===== config.mk =====
export PLATFORM = sky130hd
export DESIGN_NAME = sac_resolve
export DESIGN_NICKNAME = d
export VERILOG_FILES = /design/src/rtl/sac_pkg.sv /design/src/rtl/sac_resolve.sv
export SDC_FILE = /design/constraint.sdc
export NUM_CORES = 1
export LEC_CHECK = 0
export BUFFER_PORTS_ARGS = -buffer_cell sky130_fd_sc_hd__buf_4
export CAP_MARGIN = 10
export CORE_UTILIZATION = 35
export DETAILED_ROUTE_END_ITERATION = 10
export GPL_ROUTABILITY_DRIVEN = 0
export PLACE_DENSITY = 0.57
export SYNTH_ARGS = -nofsm -noshare
export SYNTH_HDL_FRONTEND = slang
export SYNTH_SLANG_ARGS = --single-unit
export TNS_END_PERCENT = 20

===== constraint.sdc =====
create_clock -name vclk -period 7.3
set_input_delay 0.73 -clock vclk [all_inputs]
set_output_delay 0.73 -clock vclk [all_outputs]
set_load 0.1 [all_outputs]

===== src/rtl/sac_pkg.sv =====
// ----------------------------------------------------------------------------
// sac_pkg
// Shared constants and types for the swept box collision time unit.
// ----------------------------------------------------------------------------
package sac_pkg;

    // Default coordinate width (signed Q12.4) and time fraction bits
    localparam int CoordWidthDef = 16;
    localparam int TimeFracDef   = 15;

    // Fixed result field widths
    localparam int EntryWidth  = 16;
    localparam int NormalWidth = 2;

    // Normal codes
    localparam logic signed [NormalWidth-1:0] NormalPos  = 2'sb01;
    localparam logic signed [NormalWidth-1:0] NormalNeg  = 2'sb11;
    localparam logic signed [NormalWidth-1:0] NormalZero = 2'sb00;

    // Per-item side flags that travel beside the dividers
    typedef struct packed {
        logic vel_x_zero;
        logic vel_y_zero;
        logic gap_x_neg;   // x entry gap below zero
        logic gap_y_neg;   // y entry gap below zero
    } aux_t;

endpackage


===== src/rtl/sac_resolve.sv =====
// ----------------------------------------------------------------------------
// sac_resolve
// Combine the axis times into the hit flag, entry time and surface normal.
// ----------------------------------------------------------------------------
module sac_resolve #(
    parameter int TFB = sac_pkg::TimeFracDef
) (
    input  logic signed [TFB+2:0]  tx_in,
    input  logic signed [TFB+2:0]  tx_out,
    input  logic signed [TFB+2:0]  ty_in,
    input  logic signed [TFB+2:0]  ty_out,
    input  sac_pkg::aux_t          aux,
    output logic                   hit,
    output logic [sac_pkg::EntryWidth-1:0]         entry_time,
    output logic signed [sac_pkg::NormalWidth-1:0] normal_x,
    output logic signed [sac_pkg::NormalWidth-1:0] normal_y
);
    localparam int TW  = TFB + 3;
    localparam int TIW = (TW > sac_pkg::EntryWidth) ? TW : sac_pkg::EntryWidth;
    localparam logic signed [TW-1:0] OneT   = TW'(1) << TFB;
    localparam logic signed [TW-1:0] PosInf = (TW'(1) << (TFB + 1)) + TW'(1);
    localparam logic signed [TW-1:0] NegInf = -PosInf;

    logic signed [TW-1:0]  enx, exx, eny, exy, t_in, t_out;
    logic signed [TIW-1:0] t_ext;
    logic x_first;

    // A still axis never bounds the interval
    assign enx = aux.vel_x_zero ? NegInf : tx_in;
    assign exx = aux.vel_x_zero ? PosInf : tx_out;
    assign eny = aux.vel_y_zero ? NegInf : ty_in;
    assign exy = aux.vel_y_zero ? PosInf : ty_out;

    assign x_first = enx > eny;
    assign t_in    = x_first ? enx : eny;
    assign t_out   = (exx < exy) ? exx : exy;

    assign hit = !((t_in > t_out) || (enx < 0 && eny < 0) || (enx > OneT) || (eny > OneT));

    assign t_ext = hit ? TIW'(t_in) : TIW'(OneT);
    assign entry_time = t_ext[sac_pkg::EntryWidth-1:0];

    // Normal from the later axis, y on a tie
    always_comb begin
        normal_x = sac_pkg::NormalZero;
        normal_y = sac_pkg::NormalZero;
        if (hit) begin
            if (x_first) begin
                normal_x = aux.gap_x_neg ? sac_pkg::NormalPos : sac_pkg::NormalNeg;
            end else begin
                normal_y = aux.gap_y_neg ? sac_pkg::NormalPos : sac_pkg::NormalNeg;
            end
        end
    end
endmodule


==> results.yml <==
routing:
  wl_met1_mm: 3.70
  drc: 0
  detail-route-antenna-nets: 0
  highest_layer: "met4"
  dr.pass1.iters: 4
  vias_per_cell: 5.44
  first_iter_violations: 161
  wirelength_mm: 7.86
  route.met3.wl_um: 481
  wl_met2_mm: 3.59
  wl_per_cell_um: 14.7
  num_vias: 2903
floorplan:
  die_w_um: 86.5
  rows: 30
  die_area_um2: 7480
  ioPinCount: 97
  die_height_um: 86.5
  core_um2: 6830
  start_util_pct: 36.6
timing:
  grt_setup_unrepaired: "false"
  hold_viol_final: 0
  max_freq_ghz: 0.149
  min_period_over_period_pct: 92.0
  setup_violations: 0
  worst_pin_slew_ns: 1.08
  slew_viol_final: 0
  maxSlewHeadroom_pct: 28.1
  finalWorstPathRequiredPeriod_ns: 6.71
logic_synthesis:
  synth.area.top_cells: "ha_1 (26%), nor2b_1 (9.3%), mux2i_1 (7.2%), a21oi_1 (6.8%), nor2_1 (6.2%)"
  ys_top_cells_by_count: "ha_1 (52), nor2_1 (41), nor2b_1 (37)"
  netlist_area_um2: 2500
  synth_cells: 357
  avgSynthCellArea_um2: 7.00
  synth_top_area_cell: "ha_1"
  syn_nets: 485
  yosys.cell_types.count: 48
  yosys_warnings: 0
  synth_top_cell_area_share_pct: 26.0
  synth.most_common_cell: "ha_1"
  ys_seq_area_share_pct: 0
flow_run:
  max-cap-violations: 0
clock_network:
  postCtsSetupRepairBufs: 0
  ctsHoldBuffers: 0
layout:
  num_antenna_cells: 0
  area_delta_synth_final_pct: 32.4
  final_util_pct: 48.4
  seq_cell_count: 0
  seq_area_um2: 0
  n_fill_cell: 711
  fin_area_um2: 3310
  layout.cells.non_filler: 534
  clkbuf_count: 0
  final_layout_size_suffix_gt1_share_pct: 26.7
  nNetsFinal: 568
placement:
  placed_area_um2: 3310
  placed_cells: 534
  post-dp-hpwl_mm: 6.49
  portBuffers: 97
power_and_ir_drop:
  vdd_drop_max_uv: 80.9
  switching_power_uw: 230
  sequentialPowerShare_pct: 0
  p_leak_nw: 1.57
  p_clk_share_pct: 0
  switching_share_pct: 64.5
  powerDensity_nw_per_um2: 108
  combPwrFrac_pct: 100.0
  p_int_uw: 127
global_route:
  grt_start_max_net_pins: 42
  antenna_found_initial: 0
  grt_pass1_wl_mm: 12.5
  overflow: 0
  grt_usage_pct: 20.5
  first_global_vias: 2598
setup_path:
  path_class: "input port to output port"
  cp-end-kind: "output port"
  start_kind: "input port"
  cp_data_arrival_time_ns: 5.98
  cp.required_ns: 6.57
  worst-path-max-fanout: 41
hold_path:
  hold_path.class: "input port to output port"
  whs_path_depth: 3
  hold_start: "aux[1]"
  min_to: "normal_x[1]"
status:
  status: "complete, no violations"
[kinds of logic (layout without fill, tap and decap cells)]
group	count (synthesis)	count (layout)	synth area share [%]
buf+inv	53	134	8.81
mux	19	19	7.66
simple gates	131	131	29.2
compound gates	102	102	28.3
fa+ha+maj	52	52	26.0
[final cells by class]
cell class / count / area [um^2] / area share, %
multi-input cells: 304 / 2310 / 69.8
inverters: 34 / 128 / 3.86
well taps: 96 / 120 / 3.63
repair buffers: 100 / 751 / 22.7
[timing repair]
| action | CTS | global route |
|---|---|---|
| gates resized for setup | 0 | 1 |
| endpoints found under the setup margin | 0 | 2 |
| endpoints found under the hold margin | 0 | 0 |
[worst max path at each step]
stage | startpoint | endpoint | cells after the start
global placement | aux[3] | entry_time[15] | 21
CTS | aux[3] | entry_time[15] | 21
global route | aux[3] | entry_time[7] | 19
floorplan | aux[3] | entry_time[0] | 22
finish | aux[3] | entry_time[15] | 21
detailed placement | aux[3] | entry_time[15] | 21
[cell usage in the layout (no fill, tap or decap), types with 5 or more instances in the layout]
cell type	n
mux2i_1	18
a21oi_1	34
and4_1	5
o21ai_0	11
nor4_1	10
a21o_1	8
nand2_1	7
inv_1	34
nand4_1	7
nor2_1	41
nor2b_1	37
ha_1	52
buf_4	100
a211oi_2	7
a211oi_1	9
o31a_1	12
[per-layer routing]
layer  track usage (%)  vias up
met5                 0        -
met4              2.12        0
met1              30.2     1312
li1                  -     1486
met2              34.1       99
met3             0.476        6
[metrics by stage]
stage	power [mW]	TNS (ns)	worst slack, ns	hold slack, ns
3_3_place_gp	0.355	0	0.502	1.80
6_report	0.357	0	0.588	1.80
5_1_grt	0.388	0	0.170	1.82
3_5_place_dp	0.356	0	0.385	1.80
2_1_floorplan	0.257	-3.07	-0.333	1.81
4_1_cts	0.358	0	0.360	1.80
[worst max-delay path, cell delays in order]
cell	delay, ns
buf_4	0.25
nor2_1	0.25
inv_1	0.10
ha_1	0.37
and4b_1	0.32
nand3_1	0.12
o311ai_1	0.47
o21a_1	0.60
nor3_4	0.21
buf_4	0.26
a21o_1	0.20
ha_1	0.30
nand4_1	0.09
or3_1	0.37
nor2_1	0.12
o21ai_0	0.10
nand4_1	0.10
a21o_2	0.42
inv_1	0.11
o21ai_0	0.12
buf_4	0.33
[power groups by stage]
| stage | combinational (mW) | sequential (mW) | clock, mW |
|---|---|---|---|
| floorplan | 0.257 | 0 | 0 |
| global placement | 0.355 | 0 | 0 |
| detailed placement | 0.356 | 0 | 0 |
| CTS | 0.358 | 0 | 0 |
| global route | 0.388 | 0 | 0 |
| finish | 0.357 | 0 | 0 |
Note: power is estimated with default switching activity, not from simulation.
