`config.mk`:
```
export PLATFORM = sky130hd
export DESIGN_NAME = sac_gap
export DESIGN_NICKNAME = d
export VERILOG_FILES = /design/src/rtl/sac_pkg.sv /design/src/rtl/sac_gap.sv
export SDC_FILE = /design/constraint.sdc
export NUM_CORES = 1
export LEC_CHECK = 0
export BUFFER_PORTS_ARGS = -buffer_cell sky130_fd_sc_hd__buf_4
export CELL_PAD_IN_SITES_DETAIL_PLACEMENT = 1
export CELL_PAD_IN_SITES_GLOBAL_PLACEMENT = 1
export CORE_ASPECT_RATIO = 1.1
export CORE_MARGIN = 4
export CORE_UTILIZATION = 37
export DETAILED_ROUTE_END_ITERATION = 8
export MAX_ROUTING_LAYER = met4
export PLACE_DENSITY = 0.91
export SYNTH_ARGS = -nofsm -noshare
export SYNTH_HDL_FRONTEND = slang
export SYNTH_SLANG_ARGS = --single-unit
```
`constraint.sdc`:
```
create_clock -name vclk -period 3.13
set_input_delay 0.313 -clock vclk [all_inputs]
set_output_delay 0.313 -clock vclk [all_outputs]
set_load 0.01 [all_outputs]
```
`src/rtl/sac_pkg.sv`:
```
// ----------------------------------------------------------------------------
// sac_pkg
// Shared constants and types for the swept box collision time unit.
// ----------------------------------------------------------------------------
package sac_pkg;

    // Default coordinate width (signed Q12.4) and time fraction bits
    localparam int CoordWidthDef = 16;
    localparam int TimeFracDef   = 15;

    // Fixed result field widths
    localparam int EntryWidth  = 16;
    localparam int NormalWidth = 2;

    // Normal codes
    localparam logic signed [NormalWidth-1:0] NormalPos  = 2'sb01;
    localparam logic signed [NormalWidth-1:0] NormalNeg  = 2'sb11;
    localparam logic signed [NormalWidth-1:0] NormalZero = 2'sb00;

    // Per-item side flags that travel beside the dividers
    typedef struct packed {
        logic vel_x_zero;
        logic vel_y_zero;
        logic gap_x_neg;   // x entry gap below zero
        logic gap_y_neg;   // y entry gap below zero
    } aux_t;

endpackage

```
`src/rtl/sac_gap.sv`:
```
// ----------------------------------------------------------------------------
// sac_gap
// Near and far gaps of one axis, chosen by the direction of travel.
// ----------------------------------------------------------------------------
module sac_gap #(
    parameter int CW = sac_pkg::CoordWidthDef
) (
    input  logic signed [CW-1:0] pos,
    input  logic        [CW-2:0] size,
    input  logic signed [CW-1:0] vel,
    input  logic signed [CW-1:0] opos,
    input  logic        [CW-2:0] osize,
    output logic signed [CW+1:0] gap_in,
    output logic signed [CW+1:0] gap_out
);
    localparam int GW = CW + 2;

    logic signed [GW-1:0] pos_far;
    logic signed [GW-1:0] opos_far;
    logic signed [GW-1:0] near_gap;
    logic signed [GW-1:0] far_gap;

    // Edges of both boxes at full width
    assign pos_far  = GW'(pos) + $signed({3'b000, size});
    assign opos_far = GW'(opos) + $signed({3'b000, osize});
    assign near_gap = GW'(opos) - pos_far;
    assign far_gap  = opos_far - GW'(pos);

    // Swap near and far for zero or negative travel
    always_comb begin
        if (vel > 0) begin
            gap_in  = near_gap;
            gap_out = far_gap;
        end else begin
            gap_in  = far_gap;
            gap_out = near_gap;
        end
    end
endmodule

```
==> impl_metrics.py, run 1 <==
metrics = {
    "power": {
        "p_per_area_mw_per_mm2": 434,
        "switching_power_mw": 1.02,
        "internal_power_uw": 887,
        "seq_power_share_pct": 0,
        "vdd_drop_max_v": 0.000286,
        "swShare_pct": 53.4,
        "clockPowerShare_pct": 0,
        "leakage_nw": 2.32,
        "p_comb_share_pct": 100.0,
    },
    "layout": {
        "final_cell_mix": "buf_4 (130), inv_1 (95), nand2_1 (46)",
        "regArea_um2": 0,
        "syn_to_final_growth_pct": 42.6,
        "final_common_cell": "buf_4",
        "diodes": 0,
        "fill_cells": 1069,
        "multiInputGateArea_mm2": 0.00288,
        "drive_above_1_share_pct": 33.7,
        "nFlopsAndLatches": 0,
        "fin_util_pct": 54.9,
        "clkbuf_count": 0,
        "nets": 703,
    },
    "placed_design": {
        "dp_hpwl_mm": 9.93,
        "place_ws_ps": -73.3,
        "io_buffer_count": 114,
        "place_congestion": 0.886,
    },
    "timing": {
        "worst_slew_pin_slew_ps": 643,
        "fmax_mhz": 315,
        "min_period_over_period_pct": 101,
        "finalSetupTns_ps": -47.3,
        "hold_viol": 0,
        "fin_crit_ps": 3170,
        "setup_viol": 2,
        "grt_setup_unrepaired": "yes",
        "slew_headroom_pct": 57.1,
        "finalWorstSetupSlack_ps": -41.9,
        "maxSlewViolCount": 0,
    },
    "critical_path": {
        "slowest_stage": "fa_2",
        "required_ps": 2820,
        "cp_cell_sequence": "buf_6 -> inv_4 -> fa_2 -> inv_2 -> ha_4 -> a211oi_4 -> o211ai_1 -> buf_4 -> a41oi_4 -> o31a_1 -> a31oi_1 -> mux2i_1 -> buf_4",
        "critPathMaxFanout": 4,
        "startpoint_type": "input pin",
        "cp.arrival_ps": 2860,
        "path_class": "input pin to output port",
        "slowest_delay_ps": 610,
        "cpMostUsedCell": "buf_4",
        "cp-end-kind": "output port",
    },
    "global_route": {
        "grt_pass1_wl_mm": 18.4,
        "overflow": 0,
        "grt_max_degree": 33,
        "grt_use_total_pct": 23.3,
        "antenna_found_initial": 0,
        "grt_pass1_vias": 3947,
    },
    "detailed_routing": {
        "final_antenna_net_count": 0,
        "route.detailed.drc": 0,
        "routedWlPerCell_um": 17.5,
        "drt_iter0_markers": 59,
        "via_per_inst": 5.30,
        "routed_wirelength_mm": 11.6,
        "vias": 3515,
        "drtPass1Iterations": 4,
    },
    "synthesis": {
        "synthCells": 431,
        "yosysTopAreaCell": "fa_1",
        "syn_avg_cell_area_um2": 7.14,
        "synth_area_leaders": "fa_1 (20%), ha_1 (15%), inv_1 (12%), nand2_1 (5.6%), o21ai_0 (4.9%)",
        "synth_warnings": 0,
        "synth_top_area_share_pct": 19.5,
        "yosysUniqueCellTypes": 49,
        "syn_nets": 577,
        "ys_seq_area_share_pct": 0,
        "syn_area_mm2": 0.00308,
    },
    "floorplan": {
        "die_h_um": 104,
        "design.core.area_mm2": 0.00800,
        "initial_core_util_pct": 38.5,
        "fp.dieW_um": 94.9,
        "fp-row-count": 34,
        "ios": 114,
        "dieArea_mm2": 0.00984,
    },
    "hold_path": {
        "hold_class": "input pin to output port",
        "min_path_cells": 5,
    },
    "flow_run": {
        "drv_cap": 0,
    },
    "outcome": {
        "status": "finished with violations",
        "violations": "negative setup slack",
    },
    "clock_network": {
        "holdBufCountCts": 0,
    },
}
area by class of cell:
class,count,area share (%)
multi-input combinational,323,65.6
timing repair buffer,132,22.8
inverter,100,8.61
tap,108,3.08
timing repair:
| item | CTS | global route |
|---|---|---|
| gates resized for setup | 7 | 44 |
| endpoints found under the setup margin | 11 | 20 |
| setup buffers | 1 | 1 |
| gates cloned | 0 | 0 |
| pin swaps | 9 | 19 |
final timing paths:
kind / startpoint / endpoint / slack (ps)
setup / recovery: osize[1] / gap_in[17] / -40
hold / removal: opos[0] / gap_in[0] / 1120
Yosys cell counts (all sizes together) (3+ instances only):
library cell    n
a211oi          6
a21o            7
a21oi          30
a31oi           6
a41oi           5
and3            3
buf             3
clkbuf          5
fa             30
ha             38
inv           100
mux2            4
mux2i          12
nand2          47
nand3           5
nand4           5
nor2           20
nor3            6
nor4            4
o211ai          4
o21a            5
o21ai          32
or3             3
xnor2          16
xor2           11
routing by layer:
metal,GRT usage [%],up-vias,wire (um)
li1,-,1685,-
met2,45.6,102,6460
met3,1.23,30,410
met1,25.2,1698,4390
met4,4.85,0,357
met5,-,-,0
critical path: cells and delay by family:
kind / cells / cell delay (ps)
AO/OA/AOI/OAI: 5 / 1010
adder cells (fa/ha/maj): 2 / 880
buffers and inverters: 5 / 530
multiplexers: 1 / 120
through the flow:
stage               area, um^2  instances  hold WS [ps]  power, mW
floorplan                 3080        431           832       1.02
global placement          4150        661          1110       1.68
detailed placement        4150        661          1100       1.75
CTS                       4210        662          1110       1.79
global route              4390        663          1150       2.08
finish                    4390        663          1120       1.90
power groups by stage:
| stage | registers, mW | logic, mW | clock network [mW] |
|---|---|---|---|
| 2_1_floorplan | 0 | 1.02 | 0 |
| 3_3_place_gp | 0 | 1.68 | 0 |
| 3_5_place_dp | 0 | 1.75 | 0 |
| 4_1_cts | 0 | 1.79 | 0 |
| 5_1_grt | 0 | 2.08 | 0 |
| 6_report | 0 | 1.90 | 0 |
logic make-up after synthesis:
group | after synthesis | share of synthesized area (%)
compound gates | 110 | 23.3
mux | 16 | 5.37
xor+xnor | 27 | 7.69
fa+ha+maj | 68 | 35.0
simple gates | 102 | 15.3
buf+inv | 108 | 13.4
(Power assumes the default switching activity.)
==> run 2: changes to the inputs <==
CELL_PAD_IN_SITES_GLOBAL_PLACEMENT = 2   (was 1)
CORE_UTILIZATION = 28   (was 37)
PLACE_DENSITY = not set   (was 0.91)
PLACE_DENSITY_LB_ADDON = 0.1   (was not set)
==> run 2 against run 1 <==
  * The run now ends clean
  * Flip-flop and latch count is the same
  * Wire length shrank 4.3%
  * Non-clock buffer count grew 19
  * Sequential share of layout area is the same
  * Global-route usage shrank 5.8 points
  * Hold slack lost 7.7 ps
  * First-iteration DRC count grew 3.4%
  * Count of clock-buffer cells in the layout is the same
  * Highest routed layer unchanged
==> impl_metrics.py, run 2 (synthesis results as in run 1) <==
metrics = {
    "power": {
        "vdd_drop_max_v": 0.000257,
        "swShare_pct": 52.0,
        "power_mw": 1.92,
        "p_per_area_mw_per_mm2": 421,
        "switching_power_uw": 999,
        "leakage_nw": 2.42,
        "clockPowerShare_pct": 0,
        "p_comb_share_pct": 100.0,
        "seq_power_share_pct": 0,
        "internal_power_uw": 924,
    },
    "floorplan": {
        "initial_core_util_pct": 29.2,
        "fp-row-count": 39,
        "ios": 114,
        "dieArea_mm2": 0.0127,
        "fp.dieW_um": 108,
        "design.core.area_mm2": 0.0105,
        "die_h_um": 118,
    },
    "timing": {
        "maxSlewViolCount": 0,
        "worst_slew_pin_slew_ps": 436,
        "grt_setup_unrepaired": "yes",
        "setup_viol": 0,
        "slew_headroom_pct": 70.7,
        "hold_ws_ps": 1110,
        "min_period_over_period_pct": 97.5,
        "fmax_mhz": 328,
        "fin_crit_ps": 3050,
        "finalSetupTns_ps": 0,
        "hold_viol": 0,
    },
    "detailed_routing": {
        "vias": 3518,
        "route.detailed.drc": 0,
        "met1_length_mm": 4.46,
        "dr_wl_met2_mm": 6.03,
        "final_antenna_net_count": 0,
        "via_per_inst": 4.91,
        "top_layer_used": "met4",
        "drt_iter0_markers": 61,
        "drtPass1Iterations": 4,
        "routed_wirelength_mm": 11.1,
        "wl_met3_um": 313,
        "routedWlPerCell_um": 15.5,
    },
    "layout": {
        "clkbuf_count": 0,
        "fill_cells": 1353,
        "final_cell_mix": "buf_4 (148), inv_1 (95), nand2_1 (46)",
        "diodes": 0,
        "nets": 722,
        "syn_to_final_growth_pct": 48.5,
        "drive_above_1_share_pct": 36.1,
        "regArea_um2": 0,
        "final_common_cell": "buf_4",
        "nFlopsAndLatches": 0,
        "fin_util_pct": 43.3,
        "finalInstanceArea_mm2": 0.00457,
    },
    "critical_path": {
        "startpoint_type": "input pin",
        "path_class": "input pin to output port",
        "required_ps": 2820,
        "critPathMaxFanout": 4,
        "cp-end-kind": "output port",
        "cp.arrival_ps": 2740,
    },
    "global_route": {
        "antenna_found_initial": 0,
        "grt_pass1_wl_mm": 18.2,
        "grt_use_total_pct": 17.6,
        "overflow": 0,
        "grt_pass1_vias": 3967,
        "grt_max_degree": 29,
    },
    "hold_path": {
        "hold_class": "input pin to output port",
        "min_path_cells": 5,
        "min-delay-start": "opos[0]",
        "hold_end": "gap_in[0]",
    },
    "outcome": {
        "status": "finished, final reports clean",
    },
    "placed_design": {
        "place_area_mm2": 0.00433,
        "place_congestion": 0.842,
        "io_buffer_count": 114,
        "dp_hpwl_mm": 9.81,
    },
    "flow_run": {
        "drv_cap": 0,
    },
    "clock_network": {
        "holdBufCountCts": 0,
    },
}
run 2: changes by cell type in the layout (fill, tap and decap cells not counted), sizes merged:
cell | previous run | this run
buf | 132 | 151
run 2: cell type report:
cell class	count	area [um^2]	area share [%]
Inverter	100	378	8.27
Multi-Input combinational cell	323	2860	62.7
Tap cell	143	179	3.92
Timing Repair Buffer	151	1150	25.1
run 2: worst max-delay path, cell delays in order:
cell,delay (ps)
buf_4,80
inv_1,50
fa_1,580
inv_1,60
ha_1,170
o211ai_1,250
a21oi_2,130
o21a_2,250
o31a_1,340
xnor2_2,150
mux2i_1,200
buf_4,160
run 2: worst max path at each step:
| stage | slack [ps] | cells after the start | start | end |
|---|---|---|---|---|
| final | 80 | 12 | pos[0] | gap_in[13] |
| after global placement | -90 | 12 | opos[1] | gap_in[12] |
| after global routing | -50 | 13 | opos[1] | gap_in[13] |
| after detailed placement | -100 | 12 | opos[1] | gap_in[12] |
| after CTS | 0.02 | 11 | pos[1] | gap_out[11] |
| after floorplan | 330 | 10 | opos[1] | gap_out[11] |
run 2: per-stage QoR:
stage	instances	worst slack, ps
after CTS	714	0.0184
after floorplan	431	335
final	717	77.2
after detailed placement	714	-95.1
after global placement	714	-89.9
after global routing	717	-49.9
run 2: power by group through the flow:
stage	Combinational, mW	Clock (mW)	Sequential [mW]
after floorplan	1.02	0	0
after global placement	1.78	0	0
after detailed placement	1.81	0	0
after CTS	1.85	0	0
after global routing	2.13	0	0
final	1.92	0	0
run 2: repair_timing:
action | 4_1_cts | 5_1_grt
gates resized for setup | 9 | 46
endpoints found under the setup margin | 12 | 19
pin swaps | 8 | 18
cloned | 0 | 0
buffers inserted | 0 | 3
endpoints found under the hold margin | 0 | 0
run 2: routing by layer:
| metal | vias to the layer above | track usage, % |
|---|---|---|
| met4 | 0 | 4.26 |
| met3 | 22 | 0.384 |
| met2 | 89 | 33.2 |
| li1 | 1724 | - |
| met5 | - | - |
| met1 | 1683 | 20.2 |
