### src/rtl/sac_pkg.sv
// ----------------------------------------------------------------------------
// sac_pkg
// Shared constants and types for the swept box collision time unit.
// ----------------------------------------------------------------------------
package sac_pkg;

    // Default coordinate width (signed Q12.4) and time fraction bits
    localparam int CoordWidthDef = 16;
    localparam int TimeFracDef   = 15;

    // Fixed result field widths
    localparam int EntryWidth  = 16;
    localparam int NormalWidth = 2;

    // Normal codes
    localparam logic signed [NormalWidth-1:0] NormalPos  = 2'sb01;
    localparam logic signed [NormalWidth-1:0] NormalNeg  = 2'sb11;
    localparam logic signed [NormalWidth-1:0] NormalZero = 2'sb00;

    // Per-item side flags that travel beside the dividers
    typedef struct packed {
        logic vel_x_zero;
        logic vel_y_zero;
        logic gap_x_neg;   // x entry gap below zero
        logic gap_y_neg;   // y entry gap below zero
    } aux_t;

endpackage

### src/rtl/sac_div_lane.sv
// ----------------------------------------------------------------------------
// sac_div_lane
// Pipelined signed divider: floor(gap * 2^TFB / vel), saturated to +/-2.0.
// One quotient bit per stage; one item may enter every cycle that ld[0] is high.
// ----------------------------------------------------------------------------
module sac_div_lane #(
    parameter int CW  = sac_pkg::CoordWidthDef,
    parameter int TFB = sac_pkg::TimeFracDef
) (
    input  logic                  aclk,
    input  logic [TFB+3:0]        ld,      // per-stage load enables
    input  logic signed [CW+1:0]  gap,
    input  logic signed [CW-1:0]  vel,
    output logic signed [TFB+2:0] quot
);
    localparam int GW = CW + 2;
    localparam int K  = TFB + 2;          // quotient bits
    localparam int TW = TFB + 3;          // signed time width
    localparam logic [K-1:0] Lim = K'(1) << (TFB + 1);

    logic [CW-1:0] rem_reg  [0:K];
    logic [K-1:0]  dvd_reg  [0:K];
    logic [CW-1:0] vm_reg   [0:K];
    logic          neg_reg  [0:K];
    logic          sat_reg  [0:K];
    logic signed [TW-1:0] quot_reg;

    logic [GW-1:0] gap_mag;
    logic [CW-1:0] vel_mag;

    logic [CW:0]   trial    [0:K-1];
    logic [CW-1:0] rem_next [0:K-1];
    logic [K-1:0]  take;

    logic [K:0]           mag_up;
    logic [K-1:0]         mag_cl;
    logic signed [TW-1:0] quot_next;

    // Magnitudes and sign of the quotient
    assign gap_mag = gap[GW-1] ? GW'(-gap) : GW'(gap);
    assign vel_mag = vel[CW-1] ? CW'(-vel) : CW'(vel);

    // Restoring division step for every stage
    always_comb begin
        for (int j = 0; j < K; j++) begin
            trial[j]    = {rem_reg[j], dvd_reg[j][K-1]};
            take[j]     = trial[j] >= {1'b0, vm_reg[j]};
            rem_next[j] = take[j] ? CW'(trial[j] - {1'b0, vm_reg[j]}) : trial[j][CW-1:0];
        end
    end

    always_ff @(posedge aclk) begin
        // Set up: quotient fits K bits unless the gap is four divisors or more
        if (ld[0]) begin
            rem_reg[0] <= gap_mag[GW-1:2];
            dvd_reg[0] <= {gap_mag[1:0], {TFB{1'b0}}};
            vm_reg[0]  <= vel_mag;
            neg_reg[0] <= gap[GW-1] ^ vel[CW-1];
            sat_reg[0] <= gap_mag >= {vel_mag, 2'b00};
        end
        // Advance one quotient bit per stage
        for (int j = 0; j < K; j++) begin
            if (ld[j+1]) begin
                rem_reg[j+1] <= rem_next[j];
                dvd_reg[j+1] <= {dvd_reg[j][K-2:0], take[j]};
                vm_reg[j+1]  <= vm_reg[j];
                neg_reg[j+1] <= neg_reg[j];
                sat_reg[j+1] <= sat_reg[j];
            end
        end
    end

    // Round toward minus infinity, then clamp
    always_comb begin
        mag_up = {1'b0, dvd_reg[K]} + {{K{1'b0}}, |rem_reg[K]};
        if (neg_reg[K]) begin
            mag_cl = (mag_up > {1'b0, Lim}) ? Lim : mag_up[K-1:0];
        end else begin
            mag_cl = (dvd_reg[K] > Lim) ? Lim : dvd_reg[K];
        end
        if (sat_reg[K]) begin
            mag_cl = Lim;
        end
        quot_next = neg_reg[K] ? -$signed({1'b0, mag_cl}) : $signed({1'b0, mag_cl});
    end

    always_ff @(posedge aclk) begin
        if (ld[K+1]) begin
            quot_reg <= quot_next;
        end
    end

    assign quot = quot_reg;
endmodule

### config.mk
export PLATFORM = sky130hd
export DESIGN_NAME = sac_div_lane
export DESIGN_NICKNAME = d
export VERILOG_FILES = /design/src/rtl/sac_pkg.sv /design/src/rtl/sac_div_lane.sv
export SDC_FILE = /design/constraint.sdc
export NUM_CORES = 1
export LEC_CHECK = 0
export ABC_AREA = 0
export BUFFER_PORTS_ARGS = -buffer_cell sky130_fd_sc_hd__buf_2
export CELL_PAD_IN_SITES_DETAIL_PLACEMENT = 1
export CELL_PAD_IN_SITES_GLOBAL_PLACEMENT = 2
export CORE_MARGIN = 1
export CORE_UTILIZATION = 48
export DETAILED_ROUTE_END_ITERATION = 6
export PLACE_DENSITY = 0.94
export SYNTH_ARGS = -nofsm -noshare
export SYNTH_HDL_FRONTEND = slang
export SYNTH_SLANG_ARGS = --single-unit
### constraint.sdc
create_clock -name aclk -period 6.5 [get_ports aclk]
set_input_delay 1.3 -clock aclk [delete_from_list [all_inputs] [get_ports aclk]]
set_output_delay 1.3 -clock aclk [all_outputs]
set_load 0.005 [all_outputs]
==> impl_metrics.json, run 1 <==
{
  "die_area_um2": 86570,
  "regArea_um2": 23120,
  "grt_max_degree": 51,
  "grt.busiest_layer": "met2",
  "core_um2": 84090,
  "ios": 72,
  "area_growth_pct": 10.92,
  "diodes": 0,
  "yosysUniqueCellTypes": 72,
  "tritoncts": "yes",
  "gp_congestion": 0.8514,
  "path_clk_slew_ns": 0.07,
  "ys_seq_area_share_pct": 56.41,
  "crit_fanout": 11,
  "fillers": 8779,
  "hp-class": "reg -> reg",
  "grtUsageMet3_pct": 2.319,
  "grt_pass1_vias": 28942,
  "timing.final.crit_share_pct": 80.47,
  "drv_slew": 0,
  "r2r_end": "quot[10]",
  "cts_buffers": 86,
  "worstSetupEndpointType": "register",
  "row_count": 106,
  "syn_area_um2": 40990,
  "ant_nets": 0,
  "ys_async_sr_fraction_pct": 0,
  "skew_ns": 0.03840,
  "utilization_pct": 54.07,
  "remaining_drc_errors": 0,
  "hold_buffers": 0,
  "initial_core_util_pct": 48.75,
  "vias": 26932,
  "tns_ns": 0,
  "dieHeight_um": 294.2,
  "fmax_mhz": 191.2,
  "synth-warning-count": 0,
  "synth_nets": 3836,
  "multiInputGateArea_um2": 16140,
  "syn_inst": 3471,
  "dp_slack_ns": 1.283,
  "antenna_found_initial": 0,
  "drt_pass1_iterations": 5,
  "rr_worst_depth": 17,
  "worstMarginPinSlew_ns": 1.198,
  "cts.sinks": 770,
  "use_met2_pct": 43.43,
  "drive_above_1_share_pct": 8.788,
  "required_ns": 6.85,
  "setup_viol": 0,
  "synth_area_per_cell_um2": 11.81,
  "cp.arrival_ns": 5.58,
  "grt-ovfl-total": 0,
  "insertion_delay_ns": 0.65,
  "maxSlewHeadroom_pct": 20.16,
  "layout_min_cycle_time_ns": 5.230,
  "placedCellCount": 4608,
  "largest_register_ff_count": 288,
  "hpwl_mm": 71.72,
  "maxCapViolations": 0,
  "clk_path_buf_depth": 3,
  "worst_ir_drop_vdd_v": 0.0002205,
  "drt_wl_total_mm": 96.42,
  "worst-r2r-setup-slack_ns": 1.27,
  "synth-edff-count": 770,
  "cts.repair.resized": 0,
  "grt_pass1_wl_mm": 154.4,
  "instances_no_fill": 4764,
  "cp-start-kind": "register",
  "grt_setup_unrepaired": "false",
  "drt_iter0_markers": 1317,
  "finalHoldViolCount": 0,
  "cts_root_buffer": "clkbuf_16",
  "fp.dieW_um": 294.2,
  "vias_per_cell": 5.653,
  "use_met1_pct": 25.34,
  "pwr_density_cell_nw_per_um2": 473.2,
  "hold_path_startpoint": "sat_reg[6]",
  "leakagePower_nw": 18.09,
  "reg2reg_from": "rem_reg[17][10]",
  "worstHoldPathCells": 0,
  "htreeDepth": 3,
  "critical_path_class": "reg -> reg",
  "grt_usage_pct": 22.49,
  "status": "complete, no violations",
  "synthFlopType": "edfxtp_1",
  "whs_ns": 0.4000,
  "ys_ff_latch": 770,
  "postCtsSetupBuffers": 0,
  "final_net_count": 3927,
  "port_buffers": 71,
  "fin_ws_ns": 1.270,
  "worstHoldEndpoint": "sat_reg[7]",
  "routedWlPerCell_um": 20.24
}
-- layout by cell type (no fill, tap or decap), types with 51 or more instances in the layout --
| cell type | n |
|---|---|
| edfxtp_1 | 770 |
| inv_1 | 382 |
| a21oi_1 | 377 |
| nor2_1 | 298 |
| ha_1 | 294 |
| xnor2_1 | 159 |
| xor2_1 | 112 |
| o21ai_0 | 100 |
| a21o_1 | 90 |
| clkbuf_16 | 88 |
| nor3_1 | 76 |
| nand2_1 | 75 |
| mux2_2 | 72 |
| buf_2 | 71 |
| nand4_1 | 63 |
| nand3_1 | 51 |
-- area by class of cell --
| class | count | share of cell area, % |
|---|---|---|
| Clock buffer | 97 | 4.918 |
| Tap cell | 1134 | 3.121 |
| Sequential cell | 770 | 50.86 |
| Timing Repair Buffer | 76 | 0.8641 |
| Multi-Input combinational cell | 2246 | 35.50 |
| Clock inverter | 59 | 1.585 |
| Inverter | 382 | 3.154 |
-- worst max-delay path, stage by stage, from the launching register on --
cell,delay [ns]
edfxtp_1,0.35
nor4_1,0.35
nand4_1,0.17
ha_1,0.29
ha_1,0.36
nor4_1,0.42
a211oi_1,0.11
or4_1,0.54
or4_4,0.45
a21oi_1,0.66
nand2_1,0.17
ha_1,0.28
inv_1,0.10
nor3_1,0.08
nand3_1,0.13
a21o_1,0.20
a21oi_1,0.08
xor2_1,0.18
-- power breakdown --
group / switching [W] / total, W / internal (W) / leakage, nW
Combinational: 0.00488 / 0.00848 / 0.00360 / 9.16
Clock: 0.00205 / 0.00509 / 0.00305 / 1.43
Sequential: 0.000737 / 0.00794 / 0.00721 / 7.50
-- metrics by stage --
step                area [um^2]  power, W
global route              45460   0.02278
global placement          42510   0.01597
detailed placement        42510   0.01639
finish                    45460   0.02152
floorplan                 40990   0.01402
CTS                       45460   0.02166
-- routing by layer --
metal  vias up  wire, um
met5         -         0
met4         0      3113
met3       191      2290
met2       429     52950
met1     13399     38060
li1      12913         -
-- Yosys cell counts (4+ instances only) --
cell type | n | area (um^2)
and2_1 | 34 | 212.7
o22ai_1 | 14 | 87.58
nor2b_1 | 50 | 312.8
o41a_1 | 7 | 78.83
ha_1 | 294 | 3679
o31a_1 | 4 | 35.03
o21ai_0 | 100 | 500.5
xor2_1 | 112 | 980.9
nor4_1 | 16 | 100.1
buf_2 | 10 | 50.05
o31ai_1 | 24 | 180.2
clkbuf_1 | 50 | 187.7
nor3_1 | 76 | 380.4
inv_1 | 382 | 1434
o41ai_1 | 34 | 297.8
or2_2 | 19 | 118.9
buf_4 | 4 | 30.03
a41o_1 | 10 | 100.1
a311o_1 | 12 | 120.1
nand2b_1 | 44 | 275.3
a311oi_1 | 6 | 52.55
or3_1 | 27 | 168.9
a21oi_1 | 377 | 1887
o21a_1 | 24 | 180.2
nand2_1 | 75 | 281.5
a31oi_1 | 12 | 75.07
a21o_1 | 90 | 675.7
nand4_1 | 63 | 394.1
or4_1 | 8 | 60.06
xnor2_1 | 159 | 1393
buf_1 | 9 | 33.78
mux2_2 | 72 | 810.8
a211oi_1 | 24 | 180.2
o21bai_1 | 17 | 127.6
fa_1 | 17 | 340.3
a31o_2 | 13 | 113.9
nand3_1 | 51 | 255.2
edfxtp_1 | 770 | 23120
and3_1 | 10 | 62.56
nor2_1 | 298 | 1119
-- worst max-delay path by stage --
stage | start | to | slack (ns) | cells past startpoint
final | rem_reg[17][10] | quot[10] | 1.27 | 17
after global routing | rem_reg[17][10] | quot[10] | 0.91 | 17
after CTS | rem_reg[17][10] | quot[10] | 1.25 | 17
after detailed placement | rem_reg[17][10] | quot[10] | 1.28 | 17
after global placement | rem_reg[17][10] | quot[10] | 1.55 | 17
after floorplan | gap[8] | sat_reg[0] | 1.96 | 15
-- cells by family after synthesis --
family / after synthesis / synth area share, %
AND/OR/NAND/NOR: 786 / 9.517
buffers and inverters: 455 / 4.234
AO/OA/AOI/OAI: 804 / 12.22
XOR/XNOR: 271 / 5.790
multiplexers: 74 / 2.027
adder cells (fa/ha/maj): 311 / 9.804
flip-flops: 770 / 56.41
Note: power is estimated with default switching activity, not from simulation.
==> inputs of run 2 (changes only) <==
CORE_UTILIZATION = 40   (was 48)
PLACE_DENSITY = 0.85   (was 0.94)
clock period = 4.7 ns   (was 6.5 ns; I/O delays follow)
==> run 2 against run 1 <==
Highest routed layer is now met5. Final area is 0.56% higher. Power is 36% higher. Critical path depth stayed put. Global-route usage is 4.0 points lower. Non-clock buffer count is 10 higher. Hold slack better by 0.011 ns. Core utilization is 9.1 points lower.
==> impl_metrics.json, run 2 (synthesis gave the netlist of run 1 again) <==
{
  "cp.depth": 17,
  "initial_core_util_pct": 40.29,
  "power.total_w": 0.02933,
  "cp_top_family": "simple AND/OR/NAND/NOR gates",
  "worst_ir_drop_vdd_v": 0.0002918,
  "use_met1_pct": 22.07,
  "hold_buffers": 0,
  "worst-r2r-setup-slack_ns": 0.40,
  "drive_above_1_share_pct": 9.004,
  "vias": 26541,
  "crit_chain": "nor4_2, nand4_1, ha_2, ha_1, nor4_2, a211oi_1, or4_1, or4_4, a21oi_2, nand2_1, ha_1, inv_1, nor3_1, nand3_1, a21o_1, a21oi_1, xor2_1",
  "grt-ovfl-total": 0,
  "hpwl_mm": 71.24,
  "cp_num_buf_inv": 1,
  "grt.busiest_layer": "met2",
  "utilization_pct": 44.94,
  "ios": 72,
  "antenna_found_initial": 3,
  "remaining_drc_errors": 0,
  "placedCellCount": 4852,
  "timing.final.crit_share_pct": 91.55,
  "htreeDepth": 3,
  "maxSlewHeadroom_pct": 23.14,
  "slowest_delay_ns": 0.53,
  "port_buffers": 71,
  "gp_congestion": 0.8287,
  "core_um2": 101700,
  "leakagePower_nw": 18.07,
  "grtUsageMet3_pct": 2.798,
  "skew_ns": 0.02041,
  "status": "complete, no violations",
  "worstMarginPinSlew_ns": 1.153,
  "die_area_um2": 103800,
  "drv_slew": 0,
  "insertion_delay_ns": 0.66,
  "cts.sinks": 770,
  "tritoncts": "yes",
  "clk_path_buf_depth": 3,
  "cts_root_buffer": "clkbuf_16",
  "fmax_mhz": 232.4,
  "rr_worst_depth": 17,
  "critical_path_class": "reg -> reg",
  "required_ns": 5.10,
  "fin_ws_ns": 0.3971,
  "grt_pass1_vias": 27989,
  "final_net_count": 3938,
  "hp-class": "reg -> reg",
  "cts_buffers": 87,
  "routedWlPerCell_um": 18.87,
  "grt_pass1_wl_mm": 152.1,
  "grt_usage_pct": 18.48,
  "layout_min_cycle_time_ns": 4.303,
  "pwr_density_cell_nw_per_um2": 641.5,
  "vias_per_cell": 5.294,
  "worstHoldPathCells": 0,
  "layout.cells.most_common_list": "770 x edfxtp_1, 382 x inv_1, 376 x a21oi_1",
  "area_growth_pct": 11.54,
  "dp_slack_ns": 0.1037,
  "final_common_cell": "edfxtp_1",
  "crit_fanout": 4,
  "setup_viol": 0,
  "cp-start-kind": "register",
  "maxCapViolations": 0,
  "drt_pass1_iterations": 5,
  "dieHeight_um": 322.1,
  "use_met2_pct": 33.70,
  "row_count": 117,
  "path_clk_slew_ns": 0.06,
  "grt_setup_unrepaired": "false",
  "tns_ns": 0,
  "cp.arrival_ns": 4.70,
  "ant_nets": 0,
  "drt_iter0_markers": 1434,
  "worstSetupEndpointType": "register",
  "fp.dieW_um": 322.1,
  "slowest_stage": "or4_1",
  "grt_max_degree": 51,
  "instances_no_fill": 5013,
  "finalHoldViolCount": 0,
  "drt_wl_total_mm": 94.58,
  "largest_register_ff_count": 288
}
run 2: worst register-to-register path: stages (launching register included):
cell,delay [ns]
edfxtp_1,0.38
nor4_2,0.33
nand4_1,0.19
ha_2,0.26
ha_1,0.22
nor4_2,0.32
a211oi_1,0.11
or4_1,0.53
or4_4,0.46
a21oi_2,0.19
nand2_1,0.11
ha_1,0.24
inv_1,0.10
nor3_1,0.07
nand3_1,0.13
a21o_1,0.22
a21oi_1,0.07
xor2_1,0.14
run 2: what timing repair did:
action                                  in CTS  in global routing
endpoints found under the setup margin       0                  6
buffers inserted                             0                  0
gates resized for setup                      0                  5
run 2: report_power, final:
| part | total [W] | switching [W] | internal [W] |
|---|---|---|---|
| Sequential | 0.0110 | 0.000990 | 0.00996 |
| Clock | 0.00674 | 0.00281 | 0.00392 |
| Combinational | 0.0116 | 0.00665 | 0.00499 |
run 2: final timing paths:
check                                startpoint        endpoint
worst max-delay path            rem_reg[17][10]        quot[10]
worst min-delay path             dvd_reg[10][6]  dvd_reg[11][7]
worst max register to register  rem_reg[17][10]        quot[10]
worst min register to register   dvd_reg[10][6]  dvd_reg[11][7]
run 2: per-stage QoR:
step / hold slack, ns / cell area [um^2]
2_1_floorplan: 0.4003 / 40990
3_3_place_gp: 0.4007 / 42880
3_5_place_dp: 0.4052 / 42880
4_1_cts: 0.4164 / 45690
5_1_grt: 0.4186 / 45720
6_report: 0.4114 / 45720
run 2: layer usage:
layer  wire length [um]  share of wire, %
met3               2925               3.1
met1              40090                42
met2              48970                52
met5                 10             0.011
met4               2581               2.7
run 2: area by class of cell:
type	instances	area, um^2
diodes	2	5.005
clock inverters	54	523.0
flip-flops and latches	770	23120
multi-input cells	2246	16170
clock buffers	105	2287
fillers	10816	56020
repair buffers	86	467.9
well taps	1368	1712
inverters	382	1434
==> inputs of run 3 (changes only) <==
ABC_AREA = 1   (was 0)
CORE_UTILIZATION = 39   (was 40)
==> run 3 against run 2 <==
Global-route usage decreased by 0.056 points. Critical path depth increased by 7. Core utilization decreased by 0.96 points. Hold slack got worse by 0.0062 ns. Sequential power about the same. Largest power group is now registers. Power decreased by 4.9%. Maximum frequency increased by 16%. Clock skew increased by 0.0055 ns. Synthesized area decreased by 2.0%.
==> impl_metrics.json, run 3 <==
{
  "initial_core_util_pct": 39.42,
  "grt_pass1_wl_mm": 151.1,
  "fillers": 11339,
  "netlist.area_leader.share_pct": 57.57,
  "postCtsSetupBuffers": 0,
  "multiInputGateArea_um2": 14970,
  "cts_root_buffer": "clkbuf_16",
  "drt_pass1_iterations": 5,
  "power.total_w": 0.02788,
  "synth-warning-count": 0,
  "htreeDepth": 3,
  "ant_nets": 0,
  "routedWlPerCell_um": 17.69,
  "highest-signal-layer": "met4",
  "leakagePower_nw": 18.76,
  "whs_ns": 0.4052,
  "synthTopCellsByArea": "edfxtp_1 58%, ha_1 9.2%, nand2_1 8.4%",
  "diodes": 0,
  "final_net_count": 4280,
  "die_area_um2": 104300,
  "final_area_um2": 44800,
  "skew_ns": 0.02590,
  "antenna_found_initial": 1,
  "area_growth_pct": 11.55,
  "synthTopCellsByCount": "897 x nand2_1, 770 x edfxtp_1, 478 x inv_1",
  "grt_max_degree": 49,
  "dieHeight_um": 322.9,
  "synth_nets": 4160,
  "cts.sinks": 770,
  "gp_congestion": 0.8186,
  "dpl_cell_area_um2": 42070,
  "ys_async_sr_fraction_pct": 0,
  "wl_met3_mm": 2.255,
  "clk_path_buf_depth": 3,
  "final_common_cell": "nand2_1",
  "grt_pass1_vias": 28245,
  "maxSlewHeadroom_pct": 24.19,
  "crit_fanout": 13,
  "wl_met1_mm": 38.55,
  "row_count": 117,
  "fmax_mhz": 268.5,
  "ys_seq_area_share_pct": 57.57,
  "insertion_delay_ns": 0.66,
  "required_ns": 5.11,
  "ios": 72,
  "cp.arrival_ns": 4.13,
  "status": "complete, no violations",
  "synth-edff-count": 770,
  "yosys.area.top_type": "edfxtp_1",
  "path_clk_slew_ns": 0.06,
  "drv_slew": 0,
  "largest_register_ff_count": 288,
  "tns_ns": 0,
  "synth_area_per_cell_um2": 10.58,
  "port_buffers": 71,
  "syn_area_um2": 40160,
  "grt-ovfl-total": 0,
  "tritoncts": "yes",
  "synthFlopType": "edfxtp_1",
  "drt_iter0_markers": 1243,
  "cts.repair.resized": 0,
  "hold_buffers": 0,
  "worstSetupEndpointType": "register",
  "grt_setup_unrepaired": "false",
  "drt_wl_total_mm": 94.60,
  "instances_no_fill": 5349,
  "cp-start-kind": "register",
  "regArea_um2": 23120,
  "finalHoldViolCount": 0,
  "route.met2.wl_mm": 51.07,
  "fp.dieW_um": 322.9,
  "cts_buffers": 88,
  "remaining_drc_errors": 0,
  "setup_viol": 0,
  "yosysUniqueCellTypes": 47,
  "worst_ir_drop_vdd_v": 0.0003075,
  "hpwl_mm": 73.55,
  "vias_per_cell": 4.970,
  "drive_above_1_share_pct": 6.506,
  "worst-r2r-setup-slack_ns": 0.98,
  "worstMarginPinSlew_ns": 1.137,
  "core_um2": 101900,
  "placedCellCount": 5193,
  "hp-class": "reg -> reg",
  "ys_ff_latch": 770,
  "layout_min_cycle_time_ns": 3.725,
  "critical_path_class": "reg -> reg",
  "syn_inst": 3795,
  "synth.most_common_cell": "nand2_1",
  "vias": 26586,
  "timing.final.crit_share_pct": 79.25,
  "maxCapViolations": 0,
  "layout.cells.most_common_list": "897 x nand2_1, 770 x edfxtp_1, 478 x inv_1",
  "grt_usage_pct": 18.42,
  "pwr_density_cell_nw_per_um2": 622.4
}
-- run 3: cell count changes after synthesis, sizes merged, moves of 34 or more --
| cell | previous run | this run |
|---|---|---|
| nor2b | 50 | 0 |
| nand3 | 52 | 114 |
| nand2 | 76 | 923 |
| a21oi | 377 | 236 |
| mux2 | 72 | 0 |
| xnor2 | 159 | 112 |
| nand4 | 64 | 22 |
| nor3 | 76 | 29 |
| a21o | 90 | 12 |
| nor2 | 298 | 156 |
| and2 | 34 | 0 |
| o21ai | 104 | 310 |
| nand2b | 44 | 0 |
| inv | 382 | 483 |
-- run 3: critical path: stages, from the launching register on --
cell and delay [ns]:
edfxtp_1 0.37, nor4_1 0.38, nand4_1 0.17, ha_1 0.25
ha_1 0.31, or2_2 0.28, nor2_1 0.10, nand3_1 0.08
nor2_1 0.12, nand2_1 0.07, nor2_1 0.12, nand2_2 0.07
nand2_4 0.14, nand2_1 0.07, nand2_1 0.07, nand3_2 0.09
ha_1 0.25, nand2_1 0.08, nor2_1 0.05, nand2_2 0.07
nand2_2 0.11, nand2_1 0.09, nand2_1 0.05, nand2_1 0.05
inv_1 0.03
-- run 3: area by class of cell --
type	instances	share of cell area, %
Sequential cell	770	51.61
Timing Repair Buffer	75	0.8601
Clock inverter	50	1.047
Clock buffer	106	5.066
Inverter	499	4.183
Multi-Input combinational cell	2481	33.42
Tap cell	1368	3.820
-- run 3: power breakdown --
| group | total [W] | internal (W) | switching, W |
|---|---|---|---|
| logic | 0.0103 | 0.00385 | 0.00646 |
| clock network | 0.00661 | 0.00379 | 0.00282 |
| registers | 0.0110 | 0.00996 | 0.00100 |
-- run 3: cell families after synthesis --
| kind of cell | share of synthesized area [%] |
|---|---|
| adder cells (fa/ha/maj) | 10.01 |
| AND/OR/NAND/NOR | 13.30 |
| buffers and inverters | 5.153 |
| XOR/XNOR | 5.561 |
| flip-flops | 57.57 |
| AO/OA/AOI/OAI | 8.408 |
-- run 3: path summary, 6_finish.rpt --
path / startpoint / end / cells past startpoint
max: rem_reg[17][9] / quot[16] / 24
min: sat_reg[3] / sat_reg[4] / 0
max reg2reg: rem_reg[17][9] / quot[16] / 24
min reg2reg: sat_reg[3] / sat_reg[4] / 0
-- run 3: per-layer routing --
layer,track usage [%],vias up
li1,-,13250
met5,0,-
met3,2.467,152
met2,35.57,293
met4,5.761,0
met1,20.67,12891
-- run 3: per-stage QoR --
step / setup WS, ns / utilization (%)
CTS: 0.8759 / 43.97
finish: 0.9752 / 43.97
global placement: 0.9390 / 41.29
detailed placement: 0.8940 / 41.29
floorplan: 1.441 / -
global route: 0.6345 / 43.97
